==> src/cfe_pkg.sv <==
// ----------------------------------------------------------------------------
// cfe_pkg
// Shared types, codes and constants of the cuckoo filter engine.
// ----------------------------------------------------------------------------
package cfe_pkg;

    // Default geometry of the fingerprint table.
    localparam int SLOTS_PER_BUCKET_DEF = 4;
    localparam int MAX_BUCKETS_DEF      = 1024;

    // FNV-1a constants.
    localparam logic [63:0] FNV_BASIS     = 64'hCBF2_9CE4_8422_2325;
    localparam logic [8:0]  FNV_PRIME_LOW = 9'h1B3;
    localparam int          FNV_PRIME_SHIFT = 40;

    // Fingerprint slot width and clamp limits.
    localparam int          FP_W      = 16;
    localparam logic [4:0]  FP_BITS_MIN = 5'd4;
    localparam logic [4:0]  FP_BITS_MAX = 5'd16;

    // LFSR feedback pattern.
    localparam logic [15:0] LFSR_TAPS = 16'hB400;

    // Register reset values.
    localparam logic [4:0]  FP_BITS_RST    = 5'd8;
    localparam logic [9:0]  KICK_LIMIT_RST = 10'd500;
    localparam logic [3:0]  BIB_RST        = 4'd10;
    localparam logic [15:0] SEED_RST       = 16'd1;

    // Saturation limit of the reported slot count.
    localparam int COUNT_SAT = 8191;

    // Operation codes.
    localparam logic [1:0] MODE_INSERT = 2'd0;
    localparam logic [1:0] MODE_LOOKUP = 2'd1;
    localparam logic [1:0] MODE_REMOVE = 2'd2;
    localparam logic [1:0] MODE_UNDEF  = 2'd3;

    // Configuration register indexes.
    localparam logic [1:0] REG_FP_BITS    = 2'd0;
    localparam logic [1:0] REG_KICK_LIMIT = 2'd1;
    localparam logic [1:0] REG_BUCKET_BITS = 2'd2;
    localparam logic [1:0] REG_SEED       = 2'd3;

    typedef struct packed {
        logic [1:0] mode;
        logic [7:0] data_byte;
        logic       last_byte;
    } t_item;

    typedef struct packed {
        logic        success;
        logic [12:0] stored_count;
        logic [9:0]  kicks_used;
    } t_result;

    typedef enum logic [3:0] {
        ST_CLEAR,
        ST_IDLE,
        ST_ALT,
        ST_RD_HOME,
        ST_CHK_HOME,
        ST_CHK_ALT,
        ST_KICK_LOOP,
        ST_KICK_SWAP,
        ST_KICK_ALT,
        ST_KICK_NEXT,
        ST_KICK_CHK,
        ST_DONE
    } t_state;

    typedef enum logic [1:0] {
        ADDR_I1,
        ADDR_I2,
        ADDR_B,
        ADDR_ALT
    } t_addr_sel;

    typedef enum logic [1:0] {
        WR_FILL,
        WR_CLEAR,
        WR_SWAP
    } t_wr_op;

    typedef struct packed {
        logic      accept;
        logic      clr_step;
        logic      alt_init;
        logic      alt_step;
        logic      latch_i2;
        logic      rd_en;
        t_addr_sel rd_sel;
        logic      pick_bucket;
        logic      load_alt_b;
        logic      draw_slot;
        logic      wr_en;
        t_wr_op    wr_op;
        logic      cnt_inc;
        logic      cnt_dec;
        logic      kick_clr;
        logic      kick_inc;
        logic      finish;
        logic      ok;
        logic      kicks_out;
    } t_dp_cmd;

    typedef struct packed {
        logic clr_last;
        logic alt_last;
        logic has_empty;
        logic has_match;
        logic kick_at_limit;
    } t_dp_stat;

endpackage

==> src/cfe_ctrl.sv <==
// ----------------------------------------------------------------------------
// cfe_ctrl
// Controller state machine: sequences hashing, bucket reads, writes and the
// eviction walk of the cuckoo filter datapath.
// ----------------------------------------------------------------------------
module cfe_ctrl (
    input  logic              i_clk,
    input  logic              i_rst_n,
    input  logic              start,
    input  logic [1:0]        i_mode,
    input  logic              i_last,
    input  cfe_pkg::t_dp_stat i_stat,
    output cfe_pkg::t_dp_cmd  o_cmd,
    output logic              busy
);

    cfe_pkg::t_state r_state, n_state;
    logic [1:0]      r_mode, n_mode;
    logic            r_ok, n_ok;
    logic            r_kres, n_kres;

    // State and operation registers.
    always_ff @(posedge i_clk) begin
        if (!i_rst_n) begin
            r_state <= cfe_pkg::ST_CLEAR;
            r_mode  <= cfe_pkg::MODE_INSERT;
            r_ok    <= 1'b0;
            r_kres  <= 1'b0;
        end else begin
            r_state <= n_state;
            r_mode  <= n_mode;
            r_ok    <= n_ok;
            r_kres  <= n_kres;
        end
    end

    // Next state and datapath commands.
    always_comb begin
        n_state = r_state;
        n_mode  = r_mode;
        n_ok    = r_ok;
        n_kres  = r_kres;
        o_cmd   = '0;
        o_cmd.rd_sel = cfe_pkg::ADDR_I1;
        o_cmd.wr_op  = cfe_pkg::WR_FILL;
        busy    = 1'b1;
        case (r_state)
            cfe_pkg::ST_CLEAR: begin
                o_cmd.clr_step = 1'b1;
                if (i_stat.clr_last) begin
                    n_state = cfe_pkg::ST_IDLE;
                end
            end
            cfe_pkg::ST_IDLE: begin
                busy = 1'b0;
                if (start) begin
                    o_cmd.accept = 1'b1;
                    if (i_last) begin
                        o_cmd.alt_init = 1'b1;
                        n_mode  = i_mode;
                        n_ok    = 1'b0;
                        n_kres  = 1'b0;
                        n_state = cfe_pkg::ST_ALT;
                    end
                end
            end
            cfe_pkg::ST_ALT: begin
                o_cmd.alt_step = 1'b1;
                if (i_stat.alt_last) begin
                    n_state = cfe_pkg::ST_RD_HOME;
                end
            end
            cfe_pkg::ST_RD_HOME: begin
                o_cmd.latch_i2 = 1'b1;
                o_cmd.rd_en    = 1'b1;
                o_cmd.rd_sel   = cfe_pkg::ADDR_I1;
                n_state = cfe_pkg::ST_CHK_HOME;
            end
            cfe_pkg::ST_CHK_HOME, cfe_pkg::ST_CHK_ALT: begin
                if (r_mode == cfe_pkg::MODE_INSERT) begin
                    if (i_stat.has_empty) begin
                        o_cmd.wr_en   = 1'b1;
                        o_cmd.wr_op   = cfe_pkg::WR_FILL;
                        o_cmd.cnt_inc = 1'b1;
                        n_ok    = 1'b1;
                        n_state = cfe_pkg::ST_DONE;
                    end else if (r_state == cfe_pkg::ST_CHK_HOME) begin
                        o_cmd.rd_en  = 1'b1;
                        o_cmd.rd_sel = cfe_pkg::ADDR_I2;
                        n_state = cfe_pkg::ST_CHK_ALT;
                    end else begin
                        o_cmd.pick_bucket = 1'b1;
                        o_cmd.kick_clr    = 1'b1;
                        n_state = cfe_pkg::ST_KICK_LOOP;
                    end
                end else if (r_mode == cfe_pkg::MODE_LOOKUP ||
                             r_mode == cfe_pkg::MODE_REMOVE) begin
                    if (i_stat.has_match) begin
                        n_ok = 1'b1;
                        if (r_mode == cfe_pkg::MODE_REMOVE) begin
                            o_cmd.wr_en   = 1'b1;
                            o_cmd.wr_op   = cfe_pkg::WR_CLEAR;
                            o_cmd.cnt_dec = 1'b1;
                        end
                        n_state = cfe_pkg::ST_DONE;
                    end else if (r_state == cfe_pkg::ST_CHK_HOME) begin
                        o_cmd.rd_en  = 1'b1;
                        o_cmd.rd_sel = cfe_pkg::ADDR_I2;
                        n_state = cfe_pkg::ST_CHK_ALT;
                    end else begin
                        n_state = cfe_pkg::ST_DONE;
                    end
                end else begin
                    // Undefined operation code: report a failure only.
                    n_state = cfe_pkg::ST_DONE;
                end
            end
            cfe_pkg::ST_KICK_LOOP: begin
                if (i_stat.kick_at_limit) begin
                    n_state = cfe_pkg::ST_DONE;
                end else begin
                    o_cmd.draw_slot = 1'b1;
                    o_cmd.rd_en     = 1'b1;
                    o_cmd.rd_sel    = cfe_pkg::ADDR_B;
                    n_state = cfe_pkg::ST_KICK_SWAP;
                end
            end
            cfe_pkg::ST_KICK_SWAP: begin
                o_cmd.wr_en    = 1'b1;
                o_cmd.wr_op    = cfe_pkg::WR_SWAP;
                o_cmd.alt_init = 1'b1;
                o_cmd.kick_inc = 1'b1;
                n_state = cfe_pkg::ST_KICK_ALT;
            end
            cfe_pkg::ST_KICK_ALT: begin
                o_cmd.alt_step = 1'b1;
                if (i_stat.alt_last) begin
                    n_state = cfe_pkg::ST_KICK_NEXT;
                end
            end
            cfe_pkg::ST_KICK_NEXT: begin
                o_cmd.load_alt_b = 1'b1;
                o_cmd.rd_en      = 1'b1;
                o_cmd.rd_sel     = cfe_pkg::ADDR_ALT;
                n_state = cfe_pkg::ST_KICK_CHK;
            end
            cfe_pkg::ST_KICK_CHK: begin
                if (i_stat.has_empty) begin
                    o_cmd.wr_en   = 1'b1;
                    o_cmd.wr_op   = cfe_pkg::WR_FILL;
                    o_cmd.cnt_inc = 1'b1;
                    n_ok    = 1'b1;
                    n_kres  = 1'b1;
                    n_state = cfe_pkg::ST_DONE;
                end else begin
                    n_state = cfe_pkg::ST_KICK_LOOP;
                end
            end
            cfe_pkg::ST_DONE: begin
                o_cmd.finish    = 1'b1;
                o_cmd.ok        = r_ok;
                o_cmd.kicks_out = r_kres;
                n_state = cfe_pkg::ST_IDLE;
            end
            default: begin
                n_state = cfe_pkg::ST_IDLE;
            end
        endcase
    end

endmodule

==> config.mk <==
export PLATFORM = sky130hd
export DESIGN_NAME = cfe_ctrl
export DESIGN_NICKNAME = d
export VERILOG_FILES = /design/src/cfe_pkg.sv /design/src/cfe_ctrl.sv
export SDC_FILE = /design/constraint.sdc
export NUM_CORES = 1
export LEC_CHECK = 0
export BUFFER_PORTS_ARGS = -buffer_cell sky130_fd_sc_hd__buf_2
export CAP_MARGIN = 10
export CORE_AREA = 2 2 50 52
export CTS_CLUSTER_DIAMETER = 50
export CTS_CLUSTER_SIZE = 16
export DETAILED_ROUTE_END_ITERATION = 7
export DIE_AREA = 0 0 52 54
export HOLD_SLACK_MARGIN = 0.15
export MAX_ROUTING_LAYER = met4
export PLACE_DENSITY = 0.75
export SYNTH_ARGS = -nofsm -noshare
export SYNTH_HDL_FRONTEND = slang
export SYNTH_SLANG_ARGS = --single-unit
==> constraint.sdc <==
create_clock -name i_clk -period 2.65 [get_ports i_clk]
set_input_delay 0.53 -clock i_clk [delete_from_list [all_inputs] [get_ports i_clk]]
set_output_delay 0.53 -clock i_clk [all_outputs]
set_load 0.03 [all_outputs]
==> results.txt, run 1 <==
status - finished, final reports clean
share of power burned in the clock network - 0.179
fin util - 0.465
crit path DAT - 2.00 ns
Die H - 54 um
Initial Utilization - 0.378
CP max stage cell - or3b_4
DIE AREA - 0.00281 mm2
area grow syn2layout - 23.1%
multi-input logic area - 636 um2
YS warnings - 0
Bufs on Longest Clock Path - 2
worst hold path type - reg -> reg
H-tree Lvls - 1
Max Clk Rate - 395 MHz
top-area cell type share of the netlist area - 0.183
Final setup viols - 0
Fillers - 247
Crit Path Category - reg -> out
initial antenna violation count - 0
static leakage - 0.000508 uW
max-cap violations - 0
# DRC - 0
Die W - 52 um
Setup Buffers After CTS - 0
crit-path max cell delay - 0.39 ns
first-pass iteration count of the detailed router - 4
Pwr Density - 502 mW/mm2
Synth Flop Type - dfxtp_1
largest net degree at the start of global routing - 15
worst-case vdd ir drop - 0.313 mV
Post-synth EDFFs - 0
Final ANT Viol Nets - 0
Tcrit/Tclk final - 0.955
DR vias - 943
register area share after synthesis - 0.183
Sw Ratio - 0.447
Synth area leaders - dfxtp_1, nor2_1, mux2i_1
worst skew pair latency - 0.26 ns
Final #Nets - 163
Hold Fails Final Rpt - 0
Mapped Area - 877 um2
crit-path leading delay family - simple AND/OR/NAND/NOR gates
Critical Path Start Type - flop
number of global-route vias before repair - 809
IO buf count - 32
I/O pin cnt - 33
Worst-path clk slew - 0.05 ns
#FFs+latches synth - 8
post-synth net total - 131
register area - 161 um2
GP Congestion - 0.795
Global Route Usage Sum - 0.169
DR iter-0 viols - 6
CTS tree - built
post-synthesis area per instance - 7.50 um2
total wire length - 2.19 mm
grt total ovfl - 0
Internal Power - 299 uW
synth unique cells - 45
Num CTS Buffers - 3
total negative slack - 0 ns
Async S/R FF share, synth - 0
Rel. slew slack - 0.692
Detailed Place HPWL - 1.72 mm
worst-path maximum fanout - 4
Worst-Margin Slew - 0.462 ns
first-pass GRT wire length - 3.46 mm
via/cell ratio - 5.33
post-synth top area cell - dfxtp_1
ant diodes - 0
pre-CTS setup slack - 0.355 ns
clk_skew - 0.00479 ns
mean routed wirelength per cell - 12.4 um
final slew viol count - 0
clock root cell - clkbuf_4
fraction of layout cells with a size suffix above 1 - 0.347
CP Data Required Time - 2.12 ns
crit path time final - 2.53 ns
sw power - 242 uW
Gate power share - 0.509
crit path buf inv count - 2
WHS - 0.511 ns
Sinks on Clock Net - 8
area of the core - 0.00232 mm2
row cnt - 18
final worst slack - 0.118 ns
critical path cell sequence - inv_1, ha_1, or3b_4, nand2_1, o21ai_1, o32ai_2, buf_4
critical path endpoint category - primary output
register share of total power - 0.312
Gate Count Post-Synth - 117
==> layout make-up <==
type | count | share of cell area
Sequential cell | 8 | 0.149
Multi-Input combinational cell | 94 | 0.589
Timing Repair Buffer | 38 | 0.192
Tap cell | 30 | 0.0348
Inverter | 4 | 0.0139
Clock buffer | 3 | 0.0209
==> power groups by stage <==
stage                     sequential (uW)  combinational (uW)  clock, uW
after floorplan                       150                 227          0
after global placement                169                 264          0
after detailed placement              170                 270          0
after CTS                             168                 271        101
after global routing                  172                 299        112
final                                 169                 276       97.1
==> state kept, by name, summed over array words and instances (netlist names) <==
register,cells
r_state,4
r_ok,1
r_kres,1
r_mode,2
==> through the flow <==
step / power (uW) / instance area (um2) / std cells
2_1_floorplan: 378 / 877 / 117
3_3_place_gp: 433 / 1050 / 174
3_5_place_dp: 440 / 1050 / 174
4_1_cts: 540 / 1070 / 177
5_1_grt: 582 / 1080 / 177
6_report: 542 / 1080 / 177
==> worst paths after layout <==
| kind | to | slack (ns) | cells after the start | from |
|---|---|---|---|---|
| setup / recovery | o_cmd[15] | 0.12 | 7 | r_mode[1] |
| setup reg to reg | r_state[1] | 0.91 | 6 | r_mode[1] |
| hold reg to reg | r_kres | 0.51 | 2 | r_kres |
| hold / removal | r_kres | 0.51 | 2 | r_kres |
==> tightest hold or removal path, cell delays in order, from the launching register on <==
cell	delay (ns)
dfxtp_1	0.31
a21oi_1	0.11
nor3_1	0.05
==> synth_stat cells (3+ instances only) <==
master and number:
nor2_1 15, dfxtp_1 8, a21oi_1 7, nand2_1 6, nand2b_1 6, buf_2 5
buf_4 5, nor3_1 5, inv_1 4, mux2i_1 4, o21ai_0 4, o22ai_1 4
and2_1 3, ha_1 3, nand3_1 3, o21ai_1 3
==> layout by cell type, fill, tap and decap left out, types with 2 or more instances in the layout <==
cell      count
a21oi_1       7
and2_1        3
and3_1        2
buf_2        31
buf_4         7
clkbuf_4      3
dfxtp_1       7
ha_1          3
inv_1         4
mux2i_1       4
nand2_1       6
nand2b_1      6
nand3_1       3
nor2_1       15
nor2b_1       2
nor3_1        5
o21ai_0       4
o21ai_1       3
o22ai_1       4
or2_1         2
==> repair_timing <==
action,in CTS,in global routing
resized for setup,0,3
hold buffers,0,0
endpoints found under the setup margin,0,1
==> layer usage <==
metal,GRT usage,share of wire,wire [um]
met4,0.0351,0.0037,8
met5,-,0,0
met3,0.0528,0.068,149
met1,0.194,0.44,973
met2,0.289,0.48,1060
==> cells by family (layout without fill, tap and decap cells) <==
group | Yosys count | in the layout | share of synthesized area
AO/OA/AOI/OAI | 29 | 29 | 0.211
buffers and inverters | 15 | 45 | 0.101
XOR/XNOR | 1 | 1 | 0.00999
flip-flops | 8 | 8 | 0.183
adder cells (fa/ha/maj) | 3 | 3 | 0.0428
AND/OR/NAND/NOR | 57 | 57 | 0.407
multiplexers | 4 | 4 | 0.0457
Note: power is estimated with default switching activity, not from simulation.
==> inputs of run 2 (changes only) <==
Settings changed: CORE_AREA 2 2 50 52 to 2 2 46 57, DIE_AREA 0 0 52 54 to 0 0 48 59, PLACE_DENSITY 0.75 to 0.74.
==> run 2 against run 1 <==
Compared with the run above: hold slack worse by 0.00063 ns; clock power is 2.6% lower; register-to-register slack worse by 0.04 ns; non-clock buffer count stayed put; critical path type unchanged; critical path depth stayed put; sequential share of layout area hardly changed; first-iteration DRC count grew to 2.8 times the previous value; worst setup slack better by 0.017 ns; combinational power is 1% higher.
==> results.txt, run 2 (synthesis gave the netlist of run 1 again) <==
status - finished, final reports clean
setup repair after global routing missed its margin - no
crit-path max cell delay - 0.39 ns (about the same)
RR Startpoint - r_mode[1]
Design Power - 543 uW (+0.36%)
critical path cell sequence - inv_1, ha_2, or3b_4, nand2_1, o21ai_1, o32ai_2, buf_4
Worst-path clk slew - 0.06 ns (about the same)
Final setup viols - 0 (unchanged)
area of the core - 0.00226 mm2 (-2.6%)
finished layout cell area - 0.00108 mm2 (+0.46%)
R2R Setup Slk - 0.87 ns (-0.04 ns)
Placed Area - 0.00105 mm2 (+0.12%)
max-cap violations - 0 (unchanged)
Largest Register - r_state
crit path DAT - 1.98 ns (-0.02 ns)
commonest non-fill, non-tap cell in the layout - buf_2
CP Data Required Time - 2.12 ns (about the same)
grt total ovfl - 0 (unchanged)
Rel. slew slack - 0.621 (-0.0702)
first-pass iteration count of the detailed router - 4 (unchanged)
crit path time final - 2.51 ns (-0.0171 ns)
Largest regs - r_state x4, r_mode x2
Levels on crit path - 7 (unchanged)
DR iter-0 viols - 17 (+11)
mean routed wirelength per cell - 13.0 um (+5.4%)
IO buf count - 32 (unchanged)
Worst-Margin Slew - 0.567 ns (+0.105 ns)
Max Clk Rate - 398 MHz (+0.68%)
crit path from - r_mode[1]
Detailed Place HPWL - 1.86 mm (+8.1%)
Fillers - 231 (-6.5%)
total wire length - 2.32 mm (+6.0%)
Initial Utilization - 0.388 (+0.0103)
total negative slack - 0 ns (unchanged)
DR vias - 966 (+2.4%)
clock root cell - clkbuf_4
Sinks on Clock Net - 8 (unchanged)
final slew viol count - 0 (unchanged)
clk_skew - 0.00438 ns (-0.000408 ns)
Pwr Density - 501 mW/mm2 (-0.11%)
max FFs per register - 4 (unchanged)
Bufs on Longest Clock Path - 2 (unchanged)
crit-path leading delay family - simple AND/OR/NAND/NOR gates
worst-case vdd ir drop - 0.432 mV (+38%)
largest net degree at the start of global routing - 17 (+2)
DIE AREA - 0.00283 mm2 (+0.85%)
area grow syn2layout - 23.7%
Final #Nets - 163 (unchanged)
CTS tree - built
Die W - 48 um (-7.7%)
static leakage - 0.000508 uW (about the same)
row cnt - 19 (+1)
Tcrit/Tclk final - 0.949 (-0.00644)
fraction of layout cells with a size suffix above 1 - 0.361 (+0.0136)
worst r2r path cells - 6 (unchanged)
WHS - 0.510 ns (-0.000631 ns)
worst-path maximum fanout - 4 (unchanged)
GP Congestion - 0.885 (+11%)
Die H - 59 um (+9.3%)
# DRC - 0 (unchanged)
Critical Path Start Type - flop
hold_buf cts - 0 (unchanged)
Global Route Usage Sum - 0.187 (+0.0187)
commonest non-fill, non-tap cells in the layout - buf_2, nor2_1, a21oi_1, buf_4
CP max stage cell - or3b_4
Crit Path Category - reg -> out
worst hold path type - reg -> reg
Num CTS Buffers - 3 (unchanged)
ant diodes - 0 (unchanged)
initial antenna violation count - 0 (unchanged)
Hold Fails Final Rpt - 0 (unchanged)
worst skew pair latency - 0.25 ns (about the same)
I/O pin cnt - 33 (unchanged)
FF-to-FF End - r_state[1]
number of global-route vias before repair - 908 (+12%)
H-tree Lvls - 1 (unchanged)
via/cell ratio - 5.43 (+1.9%)
Final ANT Viol Nets - 0 (unchanged)
crit path to - o_cmd[15]
crit path buf inv count - 2 (unchanged)
critical path endpoint category - primary output
first-pass GRT wire length - 3.89 mm (+12%)
## run 2: cell counts in the layout (fill, tap and decap cells not counted)
No cell type changed its count.
## run 2: final cells by class
cell class	count	area, um2	share of cell area
Clock buffer	3	22.5	0.0208
Inverter	4	15.0	0.0138
Multi-Input combinational cell	94	638	0.588
Sequential cell	8	163	0.150
Tap cell	31	38.8	0.0358
Timing Repair Buffer	38	208	0.191
## run 2: worst reg2reg max path, delay by kind of cell (launching register included)
| kind | cells | cell delay [ns] |
|---|---|---|
| DFF | 1 | 0.35 |
| adders and majority gates | 1 | 0.32 |
| and+or+nand+nor | 2 | 0.48 |
| AOI/OAI and AO/OA | 2 | 0.46 |
| buffers and inverters | 1 | 0.05 |
## run 2: layer usage
layer | global-route usage | vias to the layer above | wire length (um) | part of all wire
met5 | - | - | 0 | 0
met4 | 0.0386 | 0 | 27 | 0.012
met3 | 0.0427 | 4 | 164 | 0.071
met2 | 0.295 | 39 | 1140 | 0.49
met1 | 0.243 | 448 | 981 | 0.42
li1 | - | 475 | - | -
## run 2: per-stage QoR
| stage | std cells | worst slack, ns | util |
|---|---|---|---|
| 6_report | 178 | 0.135 | 0.480 |
| 5_1_grt | 178 | 0.0457 | 0.480 |
| 4_1_cts | 178 | 0.0730 | 0.474 |
| 3_5_place_dp | 175 | 0.350 | 0.464 |
| 3_3_place_gp | 175 | 0.431 | 0.464 |
| 2_1_floorplan | 117 | 0.114 | - |
## run 2: worst min path at each step
stage | endpoint | slack (ns) | startpoint | depth (start not counted)
6_report | r_mode[0] | 0.51 | r_mode[0] | 2
5_1_grt | r_mode[1] | 0.56 | i_mode[1] | 3
4_1_cts | r_kres | 0.51 | r_kres | 2
3_5_place_dp | r_kres | 0.50 | r_kres | 2
3_3_place_gp | r_kres | 0.50 | r_kres | 2
2_1_floorplan | r_kres | 0.48 | r_kres | 2
## run 2: what timing repair did
action | in CTS | in global routing
setup buffers | 0 | 0
endpoints found under the hold margin | 0 | 0
gates resized for setup | 0 | 5
endpoints found under the setup margin | 0 | 1
## run 2: where the power goes
group	switching [uW]	internal [uW]	leakage, uW	total [uW]
Sequential	34.7	134	0.0000660	169
Combinational	167	113	0.000428	280
Clock	42.7	51.9	0.0000138	94.6
Total	244	299	0.000508	543
==> inputs of run 3 (changes only) <==
Settings changed: PLACE_DENSITY 0.74 to 0.76.
Clock period 2.65 ns to 2.2 ns, I/O delays scaled along.
==> run 3 against run 2 <==
Compared with the run above: the flow now finishes with violations (setup timing); global-route usage increased by 1.3 points; clock power increased by 33%; critical path depth unchanged; cell count increased by 3.9%; sequential power increased by 11%; sequential share of layout area decreased by 1.0 points; design area increased by 8.9%; die area unchanged; sequential cell count unchanged; count of clock-buffer cells in the layout unchanged; worst setup slack got worse by 0.21 ns; largest cell class unchanged; largest power group unchanged.
==> results.txt, run 3 (synthesis gave the netlist of run 1 again) <==
Final #Nets - 170 (+4.3%)
status - complete, but fails checks
final worst slack - -0.0753 ns (-0.211 ns)
setup repair after global routing missed its margin - yes
Initial Utilization - 0.388 (unchanged)
Final setup viols - 1 (+1)
number of global-route vias before repair - 940 (+3.5%)
Worst-path clk slew - 0.06 ns (about the same)
Die H - 59 um (unchanged)
CP Data Required Time - 1.76 ns (-0.36 ns)
Max Clk Rate - 439 MHz
first-pass GRT wire length - 4.06 mm (+4.3%)
Sinks on Clock Net - 8 (unchanged)
commonest non-fill, non-tap cells in the layout - buf_2, buf_4, nor2_1
multi-input logic area - 671 um2 (+5.1%)
Die W - 48 um (unchanged)
Global Route Usage Sum - 0.200 (+0.0128)
Num CTS Buffers - 3 (unchanged)
Tcrit/Tclk final - 1.03
Sw Ratio - 0.454 (+0.00376)
Internal Power - 378 uW (+27%)
mean routed wirelength per cell - 13.7 um (+5.0%)
clock root cell - clkbuf_4
DR vias - 1022 (+5.8%)
CTS tree - built
largest net degree at the start of global routing - 22 (+5)
fraction of layout cells with a size suffix above 1 - 0.455 (+0.0940)
Worst-Margin Slew - 0.299 ns (-0.268 ns)
worst hold path type - in -> reg
worst-path maximum fanout - 2 (-2)
sw power - 314 uW (+29%)
commonest non-fill, non-tap cell in the layout - buf_2
row cnt - 19 (unchanged)
pre-CTS setup slack - 0.0303 ns (-0.319 ns)
via/cell ratio - 5.52 (+1.8%)
violated checks - setup timing
first-pass iteration count of the detailed router - 4 (unchanged)
register area - 165 um2 (+1.5%)
total wire length - 2.53 mm (+9.1%)
static leakage - 0.000549 uW (+8.1%)
register share of total power - 0.270 (-0.040)
DIE AREA - 0.00283 mm2 (unchanged)
initial antenna violation count - 0 (unchanged)
Final ANT Viol Nets - 0 (unchanged)
area grow syn2layout - 34.7%
# DRC - 0 (unchanged)
clk_skew - 0.00902 ns (+0.00464 ns)
fin util - 0.523 (+0.0427)
ant diodes - 0 (unchanged)
I/O pin cnt - 33 (unchanged)
final slew viol count - 0 (unchanged)
GP Congestion - 0.933 (+5.4%)
H-tree Lvls - 1 (unchanged)
Detailed Place HPWL - 1.89 mm (+1.2%)
area of the core - 0.00226 mm2 (unchanged)
max FFs per register - 4 (unchanged)
max-cap violations - 0 (unchanged)
share of power burned in the clock network - 0.181 (+0.007)
Fillers - 215 (-6.9%)
Pwr Density - 586 mW/mm2 (+17%)
Rel. slew slack - 0.799 (+0.177)
Largest Register - r_state
DR iter-0 viols - 22 (+5)
Largest regs - r_state x4, r_mode x2
grt total ovfl - 0 (unchanged)
IO buf count - 32 (unchanged)
worst skew pair latency - 0.28 ns (+0.03 ns)
Hold Fails Final Rpt - 0 (unchanged)
crit path time final - 2.28 ns
crit path DAT - 1.84 ns (-0.14 ns)
Placed Cells - 178 (+1.7%)
Crit Path Category - reg -> out
critical path endpoint category - primary output
Gate power share - 0.549 (+0.033)
worst-case vdd ir drop - 0.360 mV (-17%)
Critical Path Start Type - flop
Layout Cells excl Fill - 185 (+3.9%)
Bufs on Longest Clock Path - 2 (unchanged)
==> run 3: final cells by class <==
type / instances / share of cell area
Tap cell: 31 / 0.0328
Sequential cell: 8 / 0.140
Timing Repair Buffer: 45 / 0.228
Inverter: 4 / 0.0127
Clock buffer: 3 / 0.0191
Multi-Input combinational cell: 94 / 0.568
==> run 3: what timing repair did <==
action / 4_1_cts / 5_1_grt
hold buffers: 0 / 0
pin swaps: 3 / 2
setup endpoints to repair: 5 / 6
resized for setup: 10 / 9
buffers inserted: 3 / 1
==> run 3: final timing paths <==
check               end  startpoint  slack (ns)  depth (start not counted)
max           o_cmd[15]   r_mode[0]       -0.08                          7
min           r_mode[1]   i_mode[1]        0.41                          3
max reg2reg  r_state[1]   r_mode[0]        0.35                          7
min reg2reg      r_kres      r_kres        0.55                          2
==> run 3: power by group through the flow <==
stage	clock network [uW]	logic, uW	registers (uW)
2_1_floorplan	0	280	181
3_3_place_gp	0	349	188
3_5_place_dp	0	358	189
4_1_cts	118	370	187
5_1_grt	133	417	190
6_report	126	380	187
==> run 3: per-stage QoR <==
stage	hold WS (ns)	instance area (um2)	TNS [ns]	power (uW)
floorplan	0.478	890	0	461
global placement	0.503	1080	0	537
detailed placement	0.502	1080	0	547
CTS	0.433	1150	-0.0353	675
global route	0.440	1180	-0.158	740
finish	0.407	1180	-0.0753	693
==> run 3: routing by layer <==
| metal | up-vias | GRT usage | wire length [um] |
|---|---|---|---|
| met2 | 54 | 0.312 | 1290 |
| met4 | 0 | 0.0849 | 48 |
| met3 | 5 | 0.0244 | 170 |
| li1 | 490 | - | - |
| met1 | 473 | 0.254 | 1020 |
| met5 | - | - | 0 |
==> run 3: critical path, cell delays in order (launching register included) <==
cell,delay [ns]
dfxtp_2,0.34
inv_2,0.05
ha_4,0.25
or3b_4,0.40
nand2_4,0.08
o21ai_2,0.05
o32ai_2,0.19
buf_4,0.20
